===== src/rtl/mcst_pkg.sv =====
// types and constants shared by the click sequence tracker modules
`default_nettype none

package mcst_pkg;

   // raw event kind, carried on tuser of the request stream
   typedef enum logic [2:0] {
      KIND_NONE         = 3'd0,
      KIND_KEY          = 3'd1,
      KIND_TEXT         = 3'd2,
      KIND_BUTTON       = 3'd3,
      KIND_MOVE         = 3'd4,
      KIND_SYSTEM       = 3'd5,
      KIND_SET_ORIGIN   = 3'd6,
      KIND_SHIFT_ORIGIN = 3'd7
   } kind_type;

   // classified event, carried on tuser of the response stream
   typedef enum logic [3:0] {
      CLS_NONE    = 4'd0,
      CLS_KEY     = 4'd1,
      CLS_TEXT    = 4'd2,
      CLS_CLICK   = 4'd3,
      CLS_RELEASE = 4'd4,
      CLS_DRAG    = 4'd5,
      CLS_MOVE    = 4'd6,
      CLS_SYSTEM  = 4'd7,
      CLS_DOUBLE  = 4'd8,
      CLS_TRIPLE  = 4'd9
   } class_type;

   // state of the click run
   typedef enum logic [1:0] {
      SEQ_IDLE     = 2'd0,
      SEQ_CLICKED  = 2'd1,
      SEQ_RELEASED = 2'd2,
      SEQ_UNUSED   = 2'd3
   } seq_type;

   // button action codes
   localparam logic [3:0] ACT_MID_DOWN   = 4'd2;
   localparam logic [3:0] ACT_WHEEL_UP   = 4'd3;
   localparam logic [3:0] ACT_WHEEL_DOWN = 4'd4;
   localparam logic [3:0] ACT_LEFT_UP    = 4'd5;
   localparam logic [3:0] ACT_MID_UP     = 4'd7;

   localparam logic [15:0] CODE_WHEEL_UP   = 16'd8;
   localparam logic [15:0] CODE_WHEEL_DOWN = 16'd16;

   localparam logic [15:0] CLICK_INTERVAL_RESET = 16'd400;

   // result queue
   localparam int QUEUE_DEPTH = 4;
   localparam int QUEUE_AW    = $clog2(QUEUE_DEPTH);
   localparam int QUEUE_CW    = $clog2(QUEUE_DEPTH + 1);

   typedef struct packed {
      kind_type           kind;
      logic [3:0]         button_action;
      logic [4:0]         buttons_held;
      logic signed [15:0] mouse_x;
      logic signed [15:0] mouse_y;
      logic [15:0]        key_code;
      logic [7:0]         modifiers;
      logic [31:0]        time_ms;
   } item_type;

   typedef struct packed {
      class_type          word_class;
      logic [15:0]        event_code;
      logic signed [15:0] pointer_x;
      logic signed [15:0] pointer_y;
      logic signed [15:0] origin_x;
      logic signed [15:0] origin_y;
      logic [4:0]         held_state;
      logic [7:0]         key_mods;
      logic               last;
   } result_type;

   typedef struct packed {
      seq_type            seq_class;
      logic [4:0]         seq_button;
      logic [31:0]        seq_time;
      logic [1:0]         release_count;
      logic [4:0]         held_mask;
      logic               drag_active;
      logic signed [15:0] origin_x;
      logic signed [15:0] origin_y;
   } state_type;

   // how many results one item pushes into the queue
   typedef struct packed {
      logic emit;
      logic emit_meta;
   } push_type;

endpackage : mcst_pkg

`default_nettype wire


===== src/rtl/mcst_classify.sv =====
// combinational event classification and click run update
`default_nettype none

module mcst_classify (
   input  mcst_pkg::item_type   item,
   input  mcst_pkg::state_type  cur,
   input  logic [15:0]          click_interval,
   output mcst_pkg::state_type  nxt,
   output mcst_pkg::result_type res_first,
   output mcst_pkg::result_type res_meta,
   output mcst_pkg::push_type   push
);
   import mcst_pkg::*;

   class_type   cls;
   class_type   meta_cls;
   logic [15:0] code;
   logic [4:0]  down_bit;
   logic [4:0]  up_bit;
   logic [3:0]  up_idx;
   logic [31:0] dt;
   logic        in_window;
   logic        same_button;
   logic [1:0]  rc_inc;

   assign up_idx   = item.button_action - ACT_LEFT_UP;
   assign down_bit = 5'b1 << item.button_action[1:0];
   assign up_bit   = 5'b1 << up_idx[1:0];

   // event classification, held mask, drag and origin
   always_comb begin
      nxt       = cur;
      cls       = CLS_NONE;
      code      = 16'd0;
      push.emit = 1'b1;
      unique case (item.kind)
         KIND_SET_ORIGIN: begin
            nxt.origin_x = item.mouse_x;
            nxt.origin_y = item.mouse_y;
            push.emit    = 1'b0;
         end
         KIND_SHIFT_ORIGIN: begin
            nxt.origin_x = cur.origin_x + item.mouse_x;
            nxt.origin_y = cur.origin_y + item.mouse_y;
            push.emit    = 1'b0;
         end
         KIND_KEY: begin
            cls  = CLS_KEY;
            code = item.key_code;
         end
         KIND_TEXT: cls = CLS_TEXT;
         KIND_BUTTON: begin
            nxt.held_mask = item.buttons_held;
            if (item.button_action <= ACT_MID_DOWN) begin
               cls             = CLS_CLICK;
               code            = {11'd0, down_bit};
               nxt.held_mask   = item.buttons_held | down_bit;
               nxt.origin_x    = item.mouse_x;
               nxt.origin_y    = item.mouse_y;
               nxt.drag_active = 1'b1;
            end else if (item.button_action <= ACT_WHEEL_DOWN) begin
               cls          = CLS_CLICK;
               code         = (item.button_action == ACT_WHEEL_UP) ? CODE_WHEEL_UP
                                                                     : CODE_WHEEL_DOWN;
               nxt.origin_x = item.mouse_x;
               nxt.origin_y = item.mouse_y;
            end else if (item.button_action <= ACT_MID_UP) begin
               cls             = CLS_RELEASE;
               code            = {11'd0, up_bit};
               nxt.held_mask   = item.buttons_held & ~up_bit;
               nxt.drag_active = 1'b0;
            end
         end
         KIND_MOVE: begin
            if (item.buttons_held != 5'd0) begin
               cls  = CLS_DRAG;
               code = {11'd0, item.buttons_held};
               if (!cur.drag_active) begin
                  nxt.origin_x    = item.mouse_x;
                  nxt.origin_y    = item.mouse_y;
                  nxt.drag_active = 1'b1;
               end
            end else begin
               cls             = CLS_MOVE;
               nxt.drag_active = 1'b0;
            end
         end
         KIND_SYSTEM: begin
            cls  = CLS_SYSTEM;
            code = item.key_code;
         end
         KIND_NONE: cls = CLS_NONE;
         default: cls = CLS_NONE;
      endcase

      // click run tracking
      dt             = item.time_ms - cur.seq_time;
      in_window      = dt <= {16'd0, click_interval};
      same_button    = ({11'd0, cur.seq_button} == code);
      rc_inc         = cur.release_count + 2'd1;
      meta_cls       = CLS_NONE;
      push.emit_meta = 1'b0;
      if (cls == CLS_CLICK) begin
         if (!(cur.seq_class == SEQ_RELEASED && same_button && in_window)) begin
            nxt.seq_button    = code[4:0];
            nxt.release_count = 2'd0;
         end
         nxt.seq_class = SEQ_CLICKED;
         nxt.seq_time  = item.time_ms;
      end else if (cls == CLS_RELEASE && cur.seq_class == SEQ_CLICKED
                   && same_button && in_window) begin
         nxt.seq_class     = SEQ_RELEASED;
         nxt.seq_time      = item.time_ms;
         nxt.release_count = rc_inc;
         if (rc_inc == 2'd2) begin
            meta_cls       = CLS_DOUBLE;
            push.emit_meta = 1'b1;
         end else if (rc_inc == 2'd3) begin
            meta_cls          = CLS_TRIPLE;
            push.emit_meta    = 1'b1;
            nxt.release_count = 2'd0;
         end
      end else if (cls != CLS_NONE && cur.seq_class != SEQ_IDLE) begin
         nxt.seq_class     = SEQ_IDLE;
         nxt.seq_button    = 5'd0;
         nxt.seq_time      = 32'd0;
         nxt.release_count = 2'd0;
      end
   end

   // result words; the meta word follows the release word and is a copy of it with its own class and last set
   always_comb begin
      res_first.word_class = cls;
      res_first.event_code = code;
      res_first.pointer_x  = item.mouse_x;
      res_first.pointer_y  = item.mouse_y;
      res_first.origin_x   = nxt.origin_x;
      res_first.origin_y   = nxt.origin_y;
      res_first.held_state = nxt.held_mask;
      res_first.key_mods   = item.modifiers;
      res_first.last       = !push.emit_meta;
      res_meta             = res_first;
      res_meta.word_class  = meta_cls;
      res_meta.last        = 1'b1;
   end

endmodule : mcst_classify

`default_nettype wire


===== src/rtl/mcst_out_queue.sv =====
// small result queue that takes up to two words a cycle and gives one
`default_nettype none

module mcst_out_queue (
   input  logic                 clock,
   input  logic                 reset,
   input  logic                 advance,
   input  mcst_pkg::push_type   push,
   input  mcst_pkg::result_type wr_first,
   input  mcst_pkg::result_type wr_meta,
   output logic                 room,
   output logic                 rd_valid,
   input  logic                 rd_ready,
   output mcst_pkg::result_type rd_word
);
   import mcst_pkg::*;

   result_type          queue_ff [QUEUE_DEPTH];
   logic [QUEUE_AW-1:0] head_ff, head_in;
   logic [QUEUE_AW-1:0] tail_ff, tail_in;
   logic [QUEUE_CW-1:0] count_ff, count_in;
   logic [QUEUE_CW-1:0] after_pop;
   logic [QUEUE_CW-1:0] n_push;
   logic [QUEUE_AW-1:0] tail_next;
   logic                pop;

   assign rd_valid  = (count_ff != '0);
   assign rd_word   = queue_ff[head_ff];
   assign pop       = rd_valid && rd_ready;
   assign after_pop = count_ff - QUEUE_CW'(pop);
   assign room      = (after_pop <= QUEUE_CW'(QUEUE_DEPTH - 2));
   assign tail_next = tail_ff + 1'b1;

   always_comb begin
      n_push = '0;
      if (advance && push.emit) begin
         n_push = push.emit_meta ? QUEUE_CW'(2) : QUEUE_CW'(1);
      end
      count_in = after_pop + n_push;
      head_in  = head_ff + QUEUE_AW'(pop);
      tail_in  = tail_ff + n_push[QUEUE_AW-1:0];
   end

   always_ff @(posedge clock) begin
      if (reset) begin
         head_ff  <= '0;
         tail_ff  <= '0;
         count_ff <= '0;
      end else begin
         head_ff  <= head_in;
         tail_ff  <= tail_in;
         count_ff <= count_in;
      end
   end

   always_ff @(posedge clock) begin
      if (advance && push.emit) begin
         queue_ff[tail_ff] <= wr_first;
         if (push.emit_meta) begin
            queue_ff[tail_next] <= wr_meta;
         end
      end
   end

endmodule : mcst_out_queue

`default_nettype wire


===== src/rtl/mouse_click_sequence_tracker.sv =====
// top level of the pointer and key event classifier with click run tracking
`default_nettype none

// Takes raw key, text, button, move and system events, each with a free
// running millisecond stamp, and emits classified words: none, key, text,
// click, release, drag, move, system, plus double and triple words when a
// run of click/release pairs of one button stays within csr_wdata's
// interval (reset 400 ms, gaps taken modulo 2^32). A double or triple word
// comes right after the release word that caused it and carries rsp_tlast;
// every other result is a single word with rsp_tlast high. Set-origin and
// shift-origin events only move the click origin and give no word.
// Throughput is one request word per clock while the result queue has
// room; the response port moves one word per clock while rsp_tready is
// high, so an event that yields a double or triple word takes two response
// words. A request word passes one input register, then the classification
// logic writing a four-entry result queue whose head drives the response
// port. The input stage moves on whenever the queue has room for two words
// after this cycle's read.
module mouse_click_sequence_tracker (
   input  logic         clock,
   input  logic         reset,
   // configuration: click_interval
   input  logic         csr_we,
   input  logic [15:0]  csr_wdata,
   // request stream
   input  logic         req_tvalid,
   output logic         req_tready,
   // [3:0] button_action, [8:4] buttons_held, [24:9] mouse_x, [40:25] mouse_y,
   // [56:41] key_code, [64:57] modifiers, [96:65] time_ms, [103:97] zero
   input  logic [103:0] req_tdata,
   // [2:0] kind
   input  logic [2:0]   req_tuser,
   // response stream
   output logic         rsp_tvalid,
   input  logic         rsp_tready,
   // [15:0] event_code, [31:16] pointer_x, [47:32] pointer_y, [63:48] origin_x,
   // [79:64] origin_y, [84:80] held_state, [92:85] key_mods, [95:93] zero
   output logic [95:0]  rsp_tdata,
   // [3:0] word_class
   output logic [3:0]   rsp_tuser,
   // last word caused by this request
   output logic         rsp_tlast
);
   import mcst_pkg::*;

   // configuration register
   logic [15:0] interval_ff;

   // input register
   logic        in_valid_ff, in_valid_in;
   item_type    in_ff;
   item_type    req_item;

   // tracker state
   state_type   state_ff;
   state_type   state_in;

   logic        req_fire;
   logic        advance;
   logic        room;
   push_type    push;
   result_type  res_first;
   result_type  res_meta;
   result_type  rd_word;

   // unpack the request word
   assign req_item.kind          = kind_type'(req_tuser);
   assign req_item.button_action = req_tdata[3:0];
   assign req_item.buttons_held  = req_tdata[8:4];
   assign req_item.mouse_x       = req_tdata[24:9];
   assign req_item.mouse_y       = req_tdata[40:25];
   assign req_item.key_code      = req_tdata[56:41];
   assign req_item.modifiers     = req_tdata[64:57];
   assign req_item.time_ms       = req_tdata[96:65];

   // input stage hands over when the queue has room for a double word
   assign advance     = in_valid_ff && room;
   assign req_tready  = !in_valid_ff || advance;
   assign req_fire    = req_tvalid && req_tready;
   assign in_valid_in = req_fire || (in_valid_ff && !advance);

   always_ff @(posedge clock) begin
      if (reset) begin
         in_valid_ff <= 1'b0;
      end else begin
         in_valid_ff <= in_valid_in;
      end
   end

   // payload, no reset needed
   always_ff @(posedge clock) begin
      if (req_fire) begin
         in_ff <= req_item;
      end
   end

   // click interval register
   always_ff @(posedge clock) begin
      if (reset) begin
         interval_ff <= CLICK_INTERVAL_RESET;
      end else if (csr_we) begin
         interval_ff <= csr_wdata;
      end
   end

   mcst_classify u_classify (
      .item           (in_ff),
      .cur            (state_ff),
      .click_interval (interval_ff),
      .nxt            (state_in),
      .res_first      (res_first),
      .res_meta       (res_meta),
      .push           (push)
   );

   // tracker state commits only when the item leaves the input stage
   always_ff @(posedge clock) begin
      if (reset) begin
         state_ff.seq_class     <= SEQ_IDLE;
         state_ff.seq_button    <= 5'd0;
         state_ff.seq_time      <= 32'd0;
         state_ff.release_count <= 2'd0;
         state_ff.held_mask     <= 5'd0;
         state_ff.drag_active   <= 1'b0;
         state_ff.origin_x      <= -16'sd1;
         state_ff.origin_y      <= -16'sd1;
      end else if (advance) begin
         state_ff <= state_in;
      end
   end

   mcst_out_queue u_out_queue (
      .clock    (clock),
      .reset    (reset),
      .advance  (advance),
      .push     (push),
      .wr_first (res_first),
      .wr_meta  (res_meta),
      .room     (room),
      .rd_valid (rsp_tvalid),
      .rd_ready (rsp_tready),
      .rd_word  (rd_word)
   );

   // pack the response word
   assign rsp_tdata = {3'd0, rd_word.key_mods, rd_word.held_state,
                       rd_word.origin_y, rd_word.origin_x,
                       rd_word.pointer_y, rd_word.pointer_x, rd_word.event_code};
   assign rsp_tuser = rd_word.word_class;
   assign rsp_tlast = rd_word.last;

endmodule : mouse_click_sequence_tracker

`default_nettype wire


===== config.mk =====
export PLATFORM = sky130hd
export DESIGN_NAME = mouse_click_sequence_tracker
export DESIGN_NICKNAME = d
export VERILOG_FILES = /design/src/rtl/mcst_pkg.sv /design/src/rtl/mcst_classify.sv /design/src/rtl/mcst_out_queue.sv /design/src/rtl/mouse_click_sequence_tracker.sv
export SDC_FILE = /design/constraint.sdc
export NUM_CORES = 1
export LEC_CHECK = 0
export BUFFER_PORTS_ARGS = -buffer_cell sky130_fd_sc_hd__buf_2
export CORE_ASPECT_RATIO = 1.25
export CORE_MARGIN = 2
export CORE_UTILIZATION = 50
export CTS_BUF_LIST = sky130_fd_sc_hd__clkbuf_4
export DETAILED_ROUTE_END_ITERATION = 10
export PLACE_DENSITY = 0.65
export SETUP_SLACK_MARGIN = 0.1
export SKIP_LAST_GASP = 1
export SLEW_MARGIN = 20
export SYNTH_ARGS = -nofsm -noshare
export SYNTH_HDL_FRONTEND = slang
export SYNTH_SLANG_ARGS = --single-unit
export TNS_END_PERCENT = 50

===== constraint.sdc =====
create_clock -name clock -period 6.6 [get_ports clock]
set_input_delay 0.66 -clock clock [delete_from_list [all_inputs] [get_ports clock]]
set_output_delay 0.66 -clock clock [all_outputs]
set_load 0.03 [all_outputs]

### Word-level counts from Yosys, hierarchy flattened

Memories as Yosys holds them, arrays and structs flattened. A register that Yosys moved wholly into a read port is not among the register bits.
Cells that the tools add are included.

| cells by class | value |
|---|---|
| shift-type cells | 2 |
| equal/unequal tests | 19 |
| muxes and demuxes | 47 |
| add/sub/neg operators | 10 |
| magnitude comparators | 5 |
| bitwise logic cells | 3 |
| reduce and logical (&&, ||, !) cells | 29 |

Operator list:

| cell | number |
|---|---|
| case mux 32 bit (4 select lines) | 1 |
| two-way mux 32 bit | 3 |
| two-way mux 41 bit | 2 |
| case mux 16 bit (3 select lines) | 1 |
| two-way mux 38 bit | 1 |
| two-way mux 34 bit | 1 |
| adder 16 bit | 2 |
| less-or-equal comparator 32 x 16 -> 1 bit | 1 |
| two-way mux 16 bit | 2 |
| subtractor 32 bit | 1 |
| two-way mux 5 bit | 6 |
| two-way mux 4 bit | 6 |
| case mux 4 bit (5 select lines) | 1 |
| == test 5 x 16 -> 1 bit | 1 |
| two-way mux 2 bit | 7 |
| == test 3 bit, second input constant | 4 |
| two-way mux 6 bit | 2 |
| logical AND 1 bit | 11 |
| two-way mux 1 bit | 11 |
| left shift 1 x 2 -> 5 bit, first input constant | 2 |
| == test 4 x 2 -> 1 bit, second input constant | 2 |
| less-or-equal comparator 4 x 3 -> 1 bit, second input constant | 2 |
| AND reduction 4 bit | 2 |
| == test 2 bit, second input constant | 3 |
| 30 further kinds | 40 |

| word-level totals | value |
|---|---|
| output and inout port bits | 103 |
| memory bits (writable) | 392 |
| input bits | 128 |
| memories | 1 |
| flip-flop bits (word level) | 203 |
| logic and storage cells | 137 |

Memory list:

| memory | words | bits a word | rd ports | clocked after Yosys merged registers in | write ports | RTL line | RTL |
|---|---|---|---|---|---|---|---|
| u_out_queue.queue_ff | 4 | 98 | 1 | 1 | 2 | mcst_out_queue.sv:18 | `result_type queue_ff [QUEUE_DEPTH];` |

### Logic depth before layout (Yosys ltp)

| logic depth | value |
|---|---|
| depth after elaboration | 14 |
| gate-level depth with buffers | 26 |
| mapped depth without buffers | 25 |

### Cells and area by module

From an unflattened synthesis, not the netlist that was laid out.

| unflattened totals | value |
|---|---|
| cell total of the unflattened synthesis | 2555 |
| area, all modules | 33373.3 µm² |

By module, submodules not included:

| module | cells each | instances | area an instance (µm²) | sequential area each (µm²) |
|---|---|---|---|---|
| mcst_out_queue | 995 | 1 | 19223.4 | 11911.4 |
| mcst_classify | 1073 | 1 | 7250.7 | 0.0 |
| mouse_click_sequence_tracker | 487 | 1 | 6899.1 | 4924.7 |

### Worst setup path before layout

OpenSTA, ideal clock, no wires.

| timing | value |
|---|---|
| kind | register to register |
| from | register in_ff[5] in the netlist's numbering |
| to | memory u_out_queue.queue_ff[3][10] in the netlist's numbering (enable) |
| slack | 940 ps |
| setup time | 412 ps |
| stages on the path, launching flop included | 21 |
| data arrival time | 5248 ps |
| path buffers | 2 |
| data required time | 6188 ps |
| period minus slack after synthesis | 5660 ps |
| cells stage by stage | edfxtp_1 > ha_1 > a21o_1 > or3_1 > o2111ai_1 > a21o_1 > nand2_1 > xor2_1 > ha_1 > a21o_1 > a221oi_1 > nor3b_1 > a21oi_1 > nor4_1 > nand4_1 > nor4_2 > and3_1 > buf_6 > o21bai_2 > inv_2 > buf_2 |

RTL lines:

| item | RTL line | RTL |
|---|---|---|
| start, declared | mouse_click_sequence_tracker.sv:51 | `item_type in_ff;` |
| start signal, assigned | mouse_click_sequence_tracker.sv:93 | `in_ff <= req_item;` |
| end, declared | mcst_out_queue.sv:18 |  |

==> run summary <==
largest family of logic cells by synthesized area - simple AND/OR/NAND/NOR gates
post-synth top area share - 0.518
count of input and output buffers - 220
synth warn - 0
total CTS buffers - 155
via count - 18,900
Initial DRC Count - 1,172
DR pass1 iterations - 5
unrepaired setup endpoints after global routing - no
nets - 2,782
top cells by area, synth - edfxtp_1 (52%), dfxtp_1 (8.3%), mux4_2 (7.9%)
post-route setup TNS - 0 ps
GRT Util Overall - 0.229
post-synthesis async set-or-reset flop share - 0
Setup Viol. Count Final - 0
crit share post-route - 0.889
sequential share of the synthesized area - 0.600
area delta synth->final - 18.8%
post-DP HPWL - 40,700 um
Initial Utilization - 0.506
EDFF count, synth - 480
status - completed
CP Data Arrival Time - 6490 ps
CTS tree - done
chip height - 268 um
antenna violations before repair - 1
critical path peak fanout - 35
Setup crit end kind - register
post-route minimum period - 5870 ps
average wire per standard cell - 19.0 um
mux share of post-synthesis cell area - 0.0887
# DRC - 0
Core Area - 55,000 um2
prevailing post-synth register cell - edfxtp_1
XOR/XNOR Fraction of Synth Area - 0.0167
top-level I/O count - 231
Crit path buffers/inverters - 4
Root Driver - clkbuf_4
final WL - 65,100 um
Worst Skew - 50.0 ps
number of global-route vias before repair - 19,600
maximum vdd drop - 0.230 mV
Placed Area - 29,700 um2
Filler cells - 4,540
Synth Area in Compound Gates - 0.0924
Slowest cell on crit path - fa_1
Mean Syn Cell Area - 12.9 um2
Vias/cell - 5.53
Synth Register Bits - 595
area leader, netlist - edfxtp_1
Worst R2R Setup Slack - 730 ps
Bufs on Longest Clock Path - 3
DIE AREA - 57,600 um2
commonest cells after routing, fill and taps aside - edfxtp_1 (480), nor2_1 (317), clkbuf_4 (232)
fmax - 170 MHz
Max Slew Vio Count - 0
LEAKAGE - 12.1 nW
slew margin rel. - 0.284
worst slew pin tran - 1070 ps
layout cells sized above 1 - 0.236
Final Instance Area - 33,100 um2
P per Cell Area - 371 nW/um2
worst-skew pair later-pin latency - 960 ps
Final GP Congestion - 0.842
area share of fa/ha/maj cells after synthesis - 0.0420
critical path launch point type - register
most common cell after layout, fill and taps aside - edfxtp_1
Post-Route Utilization - 0.601
CP top delay family - simple AND/OR/NAND/NOR gates
Num Clock Sinks - 595
Std-Cell Rows - 96
count of cell types in the netlist - 74
Max-Cap Viols - 0
Hold Crit Class - in -> reg
Mapped Area - 27,800 um2
Crit path required time - 7220 ps
setup bufs post-CTS - 0
Synth Area in Simple Gates - 0.129
pin count of the biggest net entering global routing - 98
CTS H-Tree Depth - 4
Die Width - 215 um
global route overflow - 0
Cells after Synth - 2,156
Setup CP Type - reg -> reg
Fin. Hold Viols - 0
CP peak stage delay - 410 ps
worst-path cell chain - inv_1, ha_1, fa_1, nand2b_1, a21oi_1, o2111ai_1, a21o_1, nand2_1, xor2_1, ha_1, nand4_1, nor2_1, a221oi_1, nor3b_1, a21oi_1, nor4_1, nand4_1, nor4_2, and3_2, buf_4, o21ai_4, inv_6, buf_12
first-pass GRT wire length - 102,000 um
Hold WS - 182 ps
Worst-path clk slew - 60 ps
Antenna Violating Nets Remaining - 0
-- where the power goes --
part | total (mW) | switching [mW] | internal [mW]
registers | 4.84 | 0.293 | 4.55
clock network | 3.41 | 1.49 | 1.92
logic | 4.03 | 2.49 | 1.54
total | 12.3 | 4.27 | 8.01
-- cell type report --
class | count | area, um2 | area share
clock buffers | 232 | 1740 | 0.0526
inverters | 70 | 275 | 0.00832
multi-input cells | 1376 | 10400 | 0.313
flip-flops and latches | 595 | 16700 | 0.506
well taps | 735 | 920 | 0.0278
repair buffers | 365 | 2650 | 0.0800
diodes | 1 | 2.50 | 0.0000756
clock inverters | 53 | 424 | 0.0128
-- final timing paths --
kind | cells after the start | from | end
min reg2reg | 1 | state_ff[70] | state_ff[70]
max reg2reg | 23 | in_ff[0] | u_out_queue.queue_ff[1][81]
min | 4 | rsp_tready | u_out_queue.head_ff[0]
max | 23 | in_ff[0] | u_out_queue.queue_ff[1][81]
-- flip-flops by register name (all words and copies together), names as in the netlist --
signal and count:
u_out_queue.queue_ff 392, in_ff 100, state_ff 79, interval_ff 16, u_out_queue.count_ff 3, u_out_queue.head_ff 2
u_out_queue.tail_ff 2, in_valid_ff 1
-- synthesized netlist by cell type (8+ instances only) --
library cell  count
a21oi_1          64
buf_2            18
buf_6            13
mux2i_1          23
inv_1            67
a22o_1           42
nand4_1          13
nor4_1           11
nand3_1          24
a21o_1           27
clkbuf_1         62
nor2_1          318
mux4_2           98
o211ai_1         46
dfxtp_1         115
or2_2             8
a211oi_1         10
and2_1          170
nor2b_1          14
o21ai_0          42
nor3_1           32
and3_1            9
buf_1            12
or3_1            10
ha_1             87
xnor2_1          35
a222oi_1         27
edfxtp_1        480
nand2b_1         17
a31oi_1          14
xor2_1           18
nand2_1         110
-- worst min-delay path, delay by kind of cell --
| kind | cells | cell delay [ps] |
|---|---|---|
| adder cells (fa/ha/maj) | 1 | 120 |
| buffers and inverters | 1 | 70 |
| AND/OR/NAND/NOR | 2 | 250 |
-- metrics by stage --
step	worst slack, ps	total power [mW]	cells
after floorplan	940	7.79	2158
after global placement	509	8.83	3024
after detailed placement	522	8.92	3024
after CTS	490	12.4	3426
after global routing	176	13.0	3427
final	731	12.3	3427
-- kinds of logic after synthesis --
logic type | count (synthesis)
and+or+nand+nor | 752
DFF | 595
AOI/OAI and AO/OA | 353
buffers and inverters | 187
muxes | 124
adders and majority gates | 91
xor gates and xnor gates | 53
other | 1
-- metal layers --
| metal | share of wire | GRT usage |
|---|---|---|
| met5 | 0 | 0 |
| met4 | 0.022 | 0.0891 |
| met2 | 0.53 | 0.414 |
| met1 | 0.39 | 0.265 |
| met3 | 0.057 | 0.0534 |
-- timing repair --
item,CTS,global route
gates resized for setup,0,1
hold buffers,117,0
endpoints found under the hold margin,117,0
setup endpoints to repair,0,66
Note: power is estimated with default switching activity, not from simulation.
